**src/rtl/pptc_pkg.sv**
```systemverilog
// Shared types, constants and helper functions for the payload plaintext classifier.
`default_nettype none

package pptc_pkg;

	// Longest payload that is counted; later bytes are ignored.
	localparam int MAX_PAYLOAD_DEF = 255;

	// Reset value of the minimum text length register.
	localparam logic [7:0] MIN_TEXT_LEN_RST = 8'd8;

	// Length thresholds for the printable confidence tiers.
	localparam logic [7:0] LEN_TIER_HI  = 8'd16;
	localparam logic [7:0] LEN_TIER_MID = 8'd12;

	// Distinct byte values saturate at this count.
	localparam logic [2:0] DISTINCT_MAX = 3'd4;
	localparam logic [2:0] DISTINCT_LOW = 3'd3;

	// Printable range and the accepted control characters.
	localparam logic [7:0] PRINT_LO = 8'h20;
	localparam logic [7:0] PRINT_HI = 8'h7E;
	localparam logic [7:0] CHR_TAB  = 8'h09;
	localparam logic [7:0] CHR_LF   = 8'h0A;
	localparam logic [7:0] CHR_CR   = 8'h0D;

	// Characters that hint at structured text.
	localparam logic [7:0] CHR_OPEN  = 8'h7B;
	localparam logic [7:0] CHR_CLOSE = 8'h7D;
	localparam logic [7:0] CHR_QUOTE = 8'h22;
	localparam logic [7:0] CHR_COLON = 8'h3A;
	localparam logic [7:0] CHR_COMMA = 8'h2C;
	localparam logic [7:0] CHR_ZERO  = 8'h30;
	localparam logic [7:0] CHR_NINE  = 8'h39;

	// Confidence values.
	localparam logic [6:0] CONF_NONE   = 7'd0;
	localparam logic [6:0] CONF_JSON   = 7'd97;
	localparam logic [6:0] CONF_CSV    = 7'd92;
	localparam logic [6:0] CONF_TEXT_H = 7'd95;
	localparam logic [6:0] CONF_TEXT_M = 7'd90;
	localparam logic [6:0] CONF_TEXT_L = 7'd80;
	localparam logic [6:0] CONF_LOWDIV = 7'd70;

	// Stream widths.
	localparam int IN_TDATA_W  = 8;
	localparam int OUT_TDATA_W = 16;

	typedef enum logic [1:0] {
		KIND_NONE   = 2'd0,
		KIND_TEXT   = 2'd1,
		KIND_STRUCT = 2'd2,
		KIND_LOWDIV = 2'd3
	} kind_t;

	typedef struct packed {
		logic open_brace;
		logic close_brace;
		logic quote_colon;
		logic comma;
		logic digit;
	} char_flags_t;

	// Per-payload summary handed from the accumulator to the verdict logic.
	typedef struct packed {
		logic        all_printable;
		logic [2:0]  distinct;
		char_flags_t flags;
	} summary_t;

	function automatic logic is_printable(input logic [7:0] b);
		is_printable = ((b >= PRINT_LO) && (b <= PRINT_HI)) ||
			(b == CHR_TAB) || (b == CHR_LF) || (b == CHR_CR);
	endfunction

	function automatic char_flags_t classify(input logic [7:0] b);
		char_flags_t f;
		f.open_brace  = (b == CHR_OPEN);
		f.close_brace = (b == CHR_CLOSE);
		f.quote_colon = (b == CHR_QUOTE) || (b == CHR_COLON);
		f.comma       = (b == CHR_COMMA);
		f.digit       = (b >= CHR_ZERO) && (b <= CHR_NINE);
		classify = f;
	endfunction

endpackage

`default_nettype wire

```
**src/rtl/pptc_accum.sv**
```systemverilog
// Per-payload accumulator: byte count, distinct value slots, distinct count and character flags.
`default_nettype none

module pptc_accum #(
	parameter int MAX_PAYLOAD = pptc_pkg::MAX_PAYLOAD_DEF,
	parameter int CNT_W       = $clog2(MAX_PAYLOAD + 1)
) (
	input  wire logic              clk,
	input  wire logic              arst_n,
	input  wire logic [7:0]        data_byte,
	input  wire logic              last_byte,
	input  wire logic              advance,
	output      logic [CNT_W-1:0]  count_next,
	output      pptc_pkg::summary_t summ_next
);

	// The distinct count saturates, so only the values seen before it saturates have to be
	// remembered: one slot fewer than the saturation count.
	localparam int SLOTS  = int'(pptc_pkg::DISTINCT_MAX) - 1;
	localparam int SLOT_W = $clog2(SLOTS);

	logic [7:0]         vals_q [SLOTS];
	logic [CNT_W-1:0]   count_q;
	pptc_pkg::summary_t summ_q;
	logic               in_range;
	logic               seen_hit;
	logic               slot_free;

	assign in_range  = count_q < CNT_W'(MAX_PAYLOAD);
	assign slot_free = summ_q.distinct < 3'(SLOTS);

	// Only the slots below the distinct count hold values of the current payload.
	always_comb begin
		seen_hit = 1'b0;
		for (int i = 0; i < SLOTS; i++) begin
			if ((3'(i) < summ_q.distinct) && (vals_q[i] == data_byte)) begin
				seen_hit = 1'b1;
			end
		end
	end

	always_comb begin
		count_next = count_q;
		summ_next  = summ_q;
		if (in_range) begin
			count_next = count_q + CNT_W'(1);
			if (!pptc_pkg::is_printable(data_byte)) begin
				summ_next.all_printable = 1'b0;
			end
			if (!seen_hit && (summ_q.distinct < pptc_pkg::DISTINCT_MAX)) begin
				summ_next.distinct = summ_q.distinct + 3'd1;
			end
			summ_next.flags = summ_q.flags | pptc_pkg::classify(data_byte);
		end
	end

	// The whole payload state clears when the last byte goes through.
	// The value slots need no clearing, since a zero distinct count hides them all.
	always_ff @(posedge clk or negedge arst_n) begin
		if (!arst_n) begin
			for (int i = 0; i < SLOTS; i++) begin
				vals_q[i] <= '0;
			end
			count_q               <= '0;
			summ_q.all_printable  <= 1'b1;
			summ_q.distinct       <= '0;
			summ_q.flags          <= '0;
		end else if (advance) begin
			if (last_byte) begin
				count_q              <= '0;
				summ_q.all_printable <= 1'b1;
				summ_q.distinct      <= '0;
				summ_q.flags         <= '0;
			end else begin
				if (in_range && !seen_hit && slot_free) begin
					vals_q[summ_q.distinct[SLOT_W-1:0]] <= data_byte;
				end
				count_q <= count_next;
				summ_q  <= summ_next;
			end
		end
	end

endmodule

`default_nettype wire

```
**src/rtl/pptc_verdict.sv**
```systemverilog
// Verdict logic: turns the finished payload summary into a signal kind and a confidence.
`default_nettype none

module pptc_verdict #(
	parameter int CNT_W = 8
) (
	input  wire logic [CNT_W-1:0]   byte_count,
	input  wire pptc_pkg::summary_t summ,
	input  wire logic [7:0]         min_text_len,
	output      pptc_pkg::kind_t    signal_kind,
	output      logic [6:0]         confidence
);

	logic [8:0] n;
	logic       long_enough;
	logic       len_mid;
	logic       len_hi;
	logic       json;
	logic       csv;

	assign n           = 9'(byte_count);
	assign long_enough = n >= 9'(min_text_len);
	assign len_mid     = n >= 9'(pptc_pkg::LEN_TIER_MID);
	assign len_hi      = n >= 9'(pptc_pkg::LEN_TIER_HI);
	assign json        = summ.flags.open_brace && summ.flags.close_brace &&
		summ.flags.quote_colon;
	assign csv         = summ.flags.comma && summ.flags.digit && len_mid;

	always_comb begin
		signal_kind = pptc_pkg::KIND_NONE;
		confidence  = pptc_pkg::CONF_NONE;
		if (long_enough) begin
			if (summ.all_printable && json) begin
				signal_kind = pptc_pkg::KIND_STRUCT;
				confidence  = pptc_pkg::CONF_JSON;
			end else if (summ.all_printable && csv) begin
				signal_kind = pptc_pkg::KIND_STRUCT;
				confidence  = pptc_pkg::CONF_CSV;
			end else if (summ.all_printable) begin
				signal_kind = pptc_pkg::KIND_TEXT;
				if (len_hi) begin
					confidence = pptc_pkg::CONF_TEXT_H;
				end else if (len_mid) begin
					confidence = pptc_pkg::CONF_TEXT_M;
				end else begin
					confidence = pptc_pkg::CONF_TEXT_L;
				end
			end else if (len_hi && (summ.distinct <= pptc_pkg::DISTINCT_LOW)) begin
				signal_kind = pptc_pkg::KIND_LOWDIV;
				confidence  = pptc_pkg::CONF_LOWDIV;
			end
		end
	end

endmodule

`default_nettype wire

```
**src/rtl/payload_plaintext_classifier.sv**
```systemverilog
// Top level of the payload plaintext classifier: input stage, accumulator, verdict, result.
//
//  Channel   Direction  Signals                          Moves
//  s_axis    in         s_tvalid/s_tready/s_tdata/s_tlast one payload byte per transaction
//  m_axis    out        m_tvalid/m_tready/m_tdata        one verdict per payload
//  cfg       in         cfg_valid/cfg_ready/cfg_data     min_text_len register write
//
// One byte is taken per cycle while no last byte waits in the stage register; a byte is
// registered in the stage register and updates the payload state as it leaves the stage,
// where a last byte also loads its verdict into the result register that drives m_tvalid.
// The distinct-value test compares each byte against three stored byte values and feeds
// the payload state straight back into its own registers.
// Reset is asynchronous and active low; it clears the payload state and sets min_text_len to 8.
// Middle bytes never wait on the result side. A last byte waits in the stage register only while
// an earlier verdict is still held and not taken, and new bytes are taken behind it as it leaves.
`default_nettype none

module payload_plaintext_classifier #(
	parameter int MAX_PAYLOAD = pptc_pkg::MAX_PAYLOAD_DEF
) (
	input  wire logic                             clk,
	input  wire logic                             arst_n,
	// Input stream; s_tdata[7:0] = data_byte, s_tlast = last_byte.
	input  wire logic                             s_tvalid,
	output      logic                             s_tready,
	input  wire logic [pptc_pkg::IN_TDATA_W-1:0]  s_tdata,
	input  wire logic                             s_tlast,
	// Result stream; m_tdata[1:0] = signal_kind, [8:2] = confidence, [15:9] = zero.
	output      logic                             m_tvalid,
	input  wire logic                             m_tready,
	output      logic [pptc_pkg::OUT_TDATA_W-1:0] m_tdata,
	// Configuration write; cfg_data = min_text_len.
	input  wire logic                             cfg_valid,
	output      logic                             cfg_ready,
	input  wire logic [7:0]                       cfg_data
);

	localparam int CNT_W = $clog2(MAX_PAYLOAD + 1);

	// Input stage register.
	logic               valid_s1;
	logic [7:0]         byte_s1;
	logic               last_s1;

	// Result register.
	logic               out_valid_q;
	pptc_pkg::kind_t    kind_q;
	logic [6:0]         conf_q;

	logic [7:0]         min_len_q;

	logic               out_free;
	logic               advance;
	logic               in_take;
	logic [CNT_W-1:0]   count_next;
	pptc_pkg::summary_t summ_next;
	pptc_pkg::kind_t    kind_next;
	logic [6:0]         conf_next;

	// A last byte may leave the stage only when the result register is free or being
	// emptied this cycle; every other byte leaves as soon as it is there.
	assign out_free = !out_valid_q || m_tready;
	assign advance  = valid_s1 && (!last_s1 || out_free);
	assign s_tready = !valid_s1 || advance;
	assign in_take  = s_tvalid && s_tready;

	assign cfg_ready = 1'b1;

	always_ff @(posedge clk or negedge arst_n) begin
		if (!arst_n) begin
			min_len_q <= pptc_pkg::MIN_TEXT_LEN_RST;
		end else if (cfg_valid) begin
			min_len_q <= cfg_data;
		end
	end

	always_ff @(posedge clk or negedge arst_n) begin
		if (!arst_n) begin
			valid_s1 <= 1'b0;
		end else if (s_tready) begin
			valid_s1 <= s_tvalid;
		end
	end

	always_ff @(posedge clk) begin
		if (in_take) begin
			byte_s1 <= s_tdata[7:0];
			last_s1 <= s_tlast;
		end
	end

	pptc_accum #(
		.MAX_PAYLOAD (MAX_PAYLOAD),
		.CNT_W       (CNT_W)
	) u_accum (
		.clk        (clk),
		.arst_n     (arst_n),
		.data_byte  (byte_s1),
		.last_byte  (last_s1),
		.advance    (advance),
		.count_next (count_next),
		.summ_next  (summ_next)
	);

	pptc_verdict #(
		.CNT_W (CNT_W)
	) u_verdict (
		.byte_count   (count_next),
		.summ         (summ_next),
		.min_text_len (min_len_q),
		.signal_kind  (kind_next),
		.confidence   (conf_next)
	);

	// The result register loads when a last byte leaves the stage and otherwise drains
	// once the downstream side takes the transaction.
	always_ff @(posedge clk or negedge arst_n) begin
		if (!arst_n) begin
			out_valid_q <= 1'b0;
		end else if (advance && last_s1) begin
			out_valid_q <= 1'b1;
		end else if (m_tready) begin
			out_valid_q <= 1'b0;
		end
	end

	always_ff @(posedge clk) begin
		if (advance && last_s1) begin
			kind_q <= kind_next;
			conf_q <= conf_next;
		end
	end

	assign m_tvalid = out_valid_q;
	assign m_tdata  = {7'd0, conf_q, kind_q};

endmodule

`default_nettype wire

```
**config.mk**
```make
export PLATFORM = sky130hd
export DESIGN_NAME = payload_plaintext_classifier
export DESIGN_NICKNAME = d
export VERILOG_FILES = /design/src/rtl/pptc_pkg.sv /design/src/rtl/pptc_accum.sv /design/src/rtl/pptc_verdict.sv /design/src/rtl/payload_plaintext_classifier.sv
export SDC_FILE = /design/constraint.sdc
export NUM_CORES = 1
export LEC_CHECK = 0
export BUFFER_PORTS_ARGS = -buffer_cell sky130_fd_sc_hd__buf_2
export CAP_MARGIN = 20
export CORE_ASPECT_RATIO = 0.9
export CORE_MARGIN = 2
export CORE_UTILIZATION = 55
export DETAILED_ROUTE_END_ITERATION = 6
export GPL_ROUTABILITY_DRIVEN = 0
export PLACE_DENSITY = 0.76
export SLEW_MARGIN = 20
export SYNTH_ARGS = -nofsm -noshare
export SYNTH_HDL_FRONTEND = slang
export SYNTH_SLANG_ARGS = --single-unit
```
**constraint.sdc**
```tcl
create_clock -name clk -period 7.89 [get_ports clk]
set_input_delay 0 -clock clk [delete_from_list [all_inputs] [get_ports clk]]
set_output_delay 0 -clock clk [all_outputs]
set_load 0.1 [all_outputs]
```
==> results of run 1 <==
## per-stage QoR
| step | hold WS [ns] | setup slack, ns | area (um^2) | power, mW | cells |
|---|---|---|---|---|---|
| after global placement | 0.1459 | 4.283 | 3846 | 0.7752 | 454 |
| after CTS | 0.004703 | 4.169 | 4278 | 1.074 | 494 |
| after detailed placement | 0.1516 | 4.183 | 3846 | 0.7871 | 454 |
| final | 0.05804 | 4.134 | 4278 | 1.073 | 494 |
| after global routing | 0.08005 | 3.821 | 4278 | 1.132 | 494 |
| after floorplan | -0.2956 | 4.380 | 3760 | 0.7391 | 356 |
## state kept, by name (all words and copies together), names as in the netlist
signal,cells
byte_s1,8
conf_q,7
kind_q,2
last_s1,1
m_tvalid,1
min_len_q,8
u_accum.count_q,8
u_accum.summ_q,9
u_accum.vals_q,24
valid_s1,1
## layout by cell type, fill, tap and decap left out, types with 5 or more instances in the layout
| cell | synthesis | layout |
|---|---|---|
| a21oi_1 | 22 | 22 |
| clkbuf_8 | 1 | 9 |
| conb_1 | 2 | 8 |
| nand4_1 | 6 | 6 |
| nor4_1 | 6 | 6 |
| nor2_1 | 32 | 32 |
| dlygate4sd3_1 | 0 | 24 |
| nand2b_1 | 5 | 5 |
| o21ai_0 | 16 | 16 |
| nand3_1 | 8 | 8 |
| ha_1 | 10 | 10 |
| xnor2_1 | 25 | 25 |
| buf_2 | 4 | 32 |
| inv_1 | 11 | 11 |
| nand2_1 | 24 | 24 |
| mux2_2 | 25 | 25 |
| edfxtp_1 | 18 | 18 |
| dfrtp_1 | 49 | 49 |
| nor3_1 | 7 | 7 |
## how the worst max path moves through the flow
| stage | start | to | slack (ns) |
|---|---|---|---|
| 6_report | u_accum.count_q[0]$_DFFE_PN0P_ | conf_q[6]$_SDFFCE_PP0P_ | 4.13 |
| 3_3_place_gp | u_accum.count_q[0]$_DFFE_PN0P_ | conf_q[6]$_SDFFCE_PP0P_ | 4.28 |
| 4_1_cts | u_accum.count_q[0]$_DFFE_PN0P_ | conf_q[6]$_SDFFCE_PP0P_ | 4.17 |
| 5_1_grt | u_accum.count_q[0]$_DFFE_PN0P_ | conf_q[1]$_SDFFCE_PP0P_ | 3.82 |
| 3_5_place_dp | u_accum.count_q[0]$_DFFE_PN0P_ | conf_q[6]$_SDFFCE_PP0P_ | 4.18 |
| 2_1_floorplan | u_accum.count_q[0]$_DFFE_PN0P_ | conf_q[6]$_SDFFCE_PP0P_ | 4.38 |
## cells by family (layout without fill, tap and decap cells)
logic type | Yosys count | in the layout | share of synthesized area
buf+inv | 37 | 85 | 0.06494
simple gates | 115 | 115 | 0.1624
mux | 25 | 25 | 0.07533
xor+xnor | 27 | 27 | 0.06328
flops | 69 | 69 | 0.4868
fa+ha+maj | 12 | 12 | 0.03950
compound gates | 63 | 63 | 0.1058
other cells | 2 | 8 | 0.002009
## final cells by class
type / count / share of cell area
Clock buffer: 10 / 0.02983
Clock inverter: 6 / 0.01492
Inverter: 11 / 0.009652
Multi-Input combinational cell: 250 / 0.3969
Sequential cell: 69 / 0.4253
Tap cell: 90 / 0.02632
Timing Repair Buffer: 58 / 0.09710
## power groups by stage
stage / combinational, mW / clock [mW] / sequential, mW
global placement: 0.260 / 0 / 0.515
global route: 0.308 / 0.300 / 0.525
CTS: 0.278 / 0.283 / 0.513
finish: 0.278 / 0.279 / 0.515
detailed placement: 0.267 / 0 / 0.520
floorplan: 0.215 / 0 / 0.524
## metal layers
metal  vias to the layer above  part of all wire
li1                       1323                 -
met1                      1349              0.45
met2                        81              0.48
met3                        12             0.048
met4                         0             0.017
met5                         -                 0
==> run summary, run 1 <==
Outcome -> completed
Area contributors post-synth -> dfrtp_1 (33%), edfxtp_1 (14%), mux2_2 (7.5%), xnor2_1 (5.9%), ha_1 (3.3%)
Worst path required time -> 7.98 ns
Hold WC Path Type -> primary input to register
Drt wl/cell -> 15.77 um
Post-synthesis sequential area ratio -> 0.4868
Pleak -> 1.785 nW
First-pass GRT wire length -> 12.90 mm
Synth Flop Type -> dfrtp_1
R2R setup slack -> 4.13 ns
Slew of the pin with the lowest slew margin -> 0.9307 ns
FFs w/ async S/R, synth -> 0.7391
Num rows -> 28
H-tree levels -> 3
CP Depth -> 12
Largest net degree at the start of global routing -> 52
Post-route ant nets -> 0
Max Fclk -> 266.2 MHz
DP HPWL -> 4.956 mm
Max transition margin -> 0.3772
DRT iter0 DRCs -> 175
Total GRT Usage -> 0.2246
EDFF count, synth -> 18
CTS clk-pin slew, worst paths -> 0.08 ns
Proportion of layout cells with a drive suffix above 1 -> 0.2129
Pwr per Cell Area -> 250.8 nW/um^2
Total CTS buffers -> 9
# IOs -> 41
Critical Path End Type -> register
Antenna Cells -> 0
Synthesis Warnings -> 0
Clock Path Buffers -> 2
Slowest-stage cell, CP -> dfrtp_1
Slowest stage delay, CP -> 0.48 ns
WP data arrival -> 3.85 ns
Crit path time final -> 3.756 ns
Die width -> 90.89 um
Global route total overflow -> 0
Worst r2r src -> u_accum.count_q[0]$_DFFE_PN0P_
Vias in the first global route -> 2650
Worst R2R Path Depth -> 12
Netlist Area Pre-Place -> 3737 um^2
Most used routing layer -> met2
Core area -> 6586 um^2
Hold-fix buffers, CTS -> 24
Synth top area share -> 0.3281
Cell with the most instances after synthesis -> dfrtp_1
Multi-input logic area -> 1698 um^2
Worst-path cell chain -> ha_1 > nand3_1 > or2_2 > xnor2_1 > ha_1 > or2b_2 > a21oi_1 > o21ai_0 > a211oi_1 > maj3_2 > maj3_2 > and2b_2
Fill cells -> 540
Antenna violations before repair -> 0
Nets -> 431
Post-synthesis cell count -> 350
# resized after CTS -> 0
Crit path max fanout -> 9
Routed vias/inst -> 5.597
Full die area -> 7471 um^2
Met1 usage -> 0.2931
Sequential fraction of design power -> 0.480
WHS Endpoint -> min_len_q[4]$_DFFE_PN0P_
DRT Wirelength -> 7.792 mm
CTS tree -> done
Logic pwr share -> 0.260
Reg2reg end -> conf_q[6]$_SDFFCE_PP0P_
Setup TNS -> 0 ns
Area leader, netlist -> dfrtp_1
Family with the most delay on the worst path -> adder cells
Die height -> 82.20 um
Met3 GRT Util -> 0.04174
Met2 Use GR -> 0.3716
Root Buffer -> clkbuf_8
Clock power frac -> 0.260
Syn Area/Cell -> 10.68 um^2
Skew-Pair Late Insertion Delay -> 0.33 ns
Port-buffer cells -> 32
Commonest cells post-synth -> dfrtp_1 (49), nor2_1 (32), mux2_2 (25), xnor2_1 (25), nand2_1 (24)
Worst Skew -> 0.006276 ns
Initial Utilization -> 0.5674
Final worst path period share -> 0.4761
WP buf/inv -> 0
Final design utilization -> 0.6495
Final Setup Violations -> 0
CP Class -> register to register
Final hold violation count -> 0
#FFs+latches synth -> 69
Routed vias -> 2765
DR pass1 iterations -> 5
Peak supply drop -> 0.0001713 V
Hold path start -> cfg_valid
P_sw -> 0.3440 mW
Slew Limit Fails -> 0
FF/Latch Area -> 1819 um^2
Hold Crit Depth -> 2
Max-Cap Viols -> 0
# Post-CTS Setup Buffers -> 0
CP startpoint kind -> register
Switch share -> 0.3207
RSZ-0062 raised after global routing -> false
Number of distinct library cells after synthesis -> 54
P_int -> 0.7289 mW
Clock Sinks -> 69
DRC viols -> 0
Syn-to-layout area delta -> 14.46%
(Power assumes the default switching activity.)
==> inputs of run 2 (changes only) <==
Settings changed: CORE_UTILIZATION 55 to 53.
Clock period 7.89 ns to 3.3 ns, I/O delays scaled along.
==> run 2 against run 1 <==
Effect of this change: register-to-register slack lost 4.0 ns; final cell count up 3.8%; first-iteration DRC count decreased by 20%; combinational power grew to 2.5 times the previous value; global-route usage hardly changed; clock-buffer cell count stayed put; clock skew increased by 0.0052 ns; flip-flop and latch count is the same; sequential power up 140%; critical path type unchanged.
==> run summary, run 2 (synthesized netlist as in run 1, its figures left out) <==
Outcome -> completed (unchanged)
Critical path origin -> u_accum.count_q[1]$_DFFE_PN0P_ (was u_accum.count_q[0]$_DFFE_PN0P_)
Drt wl/cell -> 15.36 um (was 15.77 um)
Skew-Pair Late Insertion Delay -> 0.36 ns (was 0.33 ns)
Logic pwr share -> 0.277 (was 0.260)
Fin cells -> 513 (was 494)
Largest Register -> u_accum.vals_q (unchanged)
Hold WC Path Type -> primary input to register (unchanged)
Final worst path period share -> 0.9605 (was 0.4761)
Pleak -> 1.848 nW (was 1.785 nW)
DRT iter0 DRCs -> 140 (was 175)
First-pass GRT wire length -> 13.43 mm (was 12.90 mm)
WP data arrival -> 3.33 ns (was 3.85 ns)
Slew of the pin with the lowest slew margin -> 0.6259 ns (was 0.9307 ns)
Final hold violation count -> 0 (unchanged)
Crit path time final -> 3.170 ns (was 3.756 ns)
Syn-to-layout area delta -> 18.38% (was 14.46%)
P_sw -> 0.8474 mW (was 0.3440 mW)
CP startpoint kind -> register (unchanged)
Switch share -> 0.3337 (was 0.3207)
Worst r2r src -> u_accum.count_q[1]$_DFFE_PN0P_ (was u_accum.count_q[0]$_DFFE_PN0P_)
DR pass1 iterations -> 5 (unchanged)
CTS clk-pin slew, worst paths -> 0.08 ns (about the same)
Antenna Cells -> 0 (unchanged)
Final design utilization -> 0.6384 (was 0.6495)
Antenna violations before repair -> 0 (unchanged)
Final Setup Violations -> 0 (unchanged)
Most common cell after layout, fill and taps aside -> dfrtp_1 (unchanged)
Full die area -> 7740 um^2 (was 7471 um^2)
Final WS setup -> 0.1305 ns (was 4.134 ns)
Proportion of layout cells with a drive suffix above 1 -> 0.2476 (was 0.2129)
Max Fclk -> 315.5 MHz (was 266.2 MHz)
Total CTS buffers -> 9 (unchanged)
Max transition margin -> 0.5789 (was 0.3772)
Peak supply drop -> 0.0004806 V (was 0.0001713 V)
Most frequent cells in the layout -> dfrtp_1 (49), buf_2 (32), nor2_1 (31) (was dfrtp_1 (49), nor2_1 (32), buf_2 (32))
Core area -> 6930 um^2 (was 6586 um^2)
Clock Path Buffers -> 2 (unchanged)
Root Buffer -> clkbuf_8 (unchanged)
DRC viols -> 0 (unchanged)
DRT Wirelength -> 7.881 mm (was 7.792 mm)
Port-buffer cells -> 32 (unchanged)
Global route total overflow -> 0 (unchanged)
Max FFs per register -> 24 (unchanged)
Placed cells -> 467 (was 454)
Vias in the first global route -> 2864 (was 2650)
Dpl ws -> 0.08923 ns (was 4.183 ns)
DP HPWL -> 5.207 mm (was 4.956 mm)
Top Registers -> u_accum.vals_q (24), u_accum.summ_q (9) (unchanged)
Worst Skew -> 0.01151 ns (was 0.006276 ns)
Critical Path End Type -> register (unchanged)
Worst path required time -> 3.46 ns (was 7.98 ns)
# IOs -> 41 (unchanged)
Total GRT Usage -> 0.2244 (was 0.2246)
Nets -> 447 (was 431)
Pwr per Cell Area -> 574.0 nW/um^2 (was 250.8 nW/um^2)
CP Class -> register to register (unchanged)
Largest net degree at the start of global routing -> 33 (was 52)
CTS tree -> done (unchanged)
H-tree levels -> 3 (unchanged)
Routed vias -> 2837 (was 2765)
Die height -> 83.67 um (was 82.20 um)
Crit path max fanout -> 5 (was 9)
Post-route ant nets -> 0 (unchanged)
Die width -> 92.52 um (was 90.89 um)
P_int -> 1.692 mW (was 0.7289 mW)
Final hold slack -> 0.02276 ns (was 0.05804 ns)
Slew Limit Fails -> 0 (unchanged)
Initial Utilization -> 0.5393 (was 0.5674)
Sequential fraction of design power -> 0.479 (was 0.480)
Setup TNS -> 0 ns (unchanged)
Clock Sinks -> 69 (unchanged)
Clock power frac -> 0.244 (was 0.260)
Routed vias/inst -> 5.530 (was 5.597)
Num rows -> 29 (was 28)
Hold path start -> cfg_valid (unchanged)
Max-Cap Viols -> 0 (unchanged)
[run 2: final timing paths]
kind,to,slack (ns),cells past startpoint
min,min_len_q[1]$_DFFE_PN0P_,0.02,3
max reg2reg,conf_q[3]$_SDFFCE_PP0P_,0.13,13
min reg2reg,u_accum.summ_q[1]$_DFFE_PN0P_,0.51,2
max in group asynchronous,u_accum.count_q[1]$_DFFE_PN0P_,2.37,3
max,conf_q[3]$_SDFFCE_PP0P_,0.13,13
min in group asynchronous,min_len_q[5]$_DFFE_PN0P_,0.13,2
[run 2: worst max-delay path: stages (launching register included)]
cell and delay [ns]:
dfrtp_1 0.36, ha_2 0.21, nand3_4 0.10, or2_2 0.33
buf_4 0.15, nand2_1 0.07, nand2_1 0.07, ha_1 0.29
a21oi_2 0.07, a211oi_2 0.24, a211oi_2 0.07, maj3_2 0.34
maj3_2 0.36, nor4_1 0.33
[run 2: layer usage]
metal  vias to the layer above  global-route usage  wire (um)  part of all wire
met5                         -                   0          0                 0
met4                         0             0.07463        200             0.025
met3                        19             0.06775        389             0.049
met2                        90              0.3756       3942              0.50
met1                      1376              0.2774       3349              0.42
li1                       1352                   -          -                 -
[run 2: timing repair]
item,4_1_cts,5_1_grt
resized for setup,0,2
setup buffers,0,2
hold endpoints to repair,38,0
setup endpoints to repair,0,6
hold buffers,27,0
[run 2: layout make-up]
| cell class | count | area [um^2] |
|---|---|---|
| Sequential cell | 69 | 1819 |
| Tap cell | 93 | 116.4 |
| Clock inverter | 6 | 47.55 |
| Clock buffer | 10 | 127.6 |
| Multi-Input combinational cell | 251 | 1737 |
| Inverter | 11 | 41.29 |
| Timing Repair Buffer | 73 | 535.5 |
| Fill cell | 556 | 2506 |
[run 2: power groups by stage]
stage / clock [mW] / sequential, mW / combinational, mW
after floorplan: 0 / 1.25 / 0.522
after global placement: 0 / 1.22 / 0.653
after detailed placement: 0 / 1.23 / 0.673
after CTS: 0.632 / 1.22 / 0.704
after global routing: 0.659 / 1.25 / 0.778
final: 0.618 / 1.22 / 0.704
[run 2: per-stage QoR]
| stage | cell area [um^2] | total power, mW |
|---|---|---|
| finish | 4424 | 2.539 |
| detailed placement | 3946 | 1.907 |
| global placement | 3946 | 1.875 |
| CTS | 4392 | 2.551 |
| floorplan | 3777 | 1.776 |
| global route | 4424 | 2.682 |
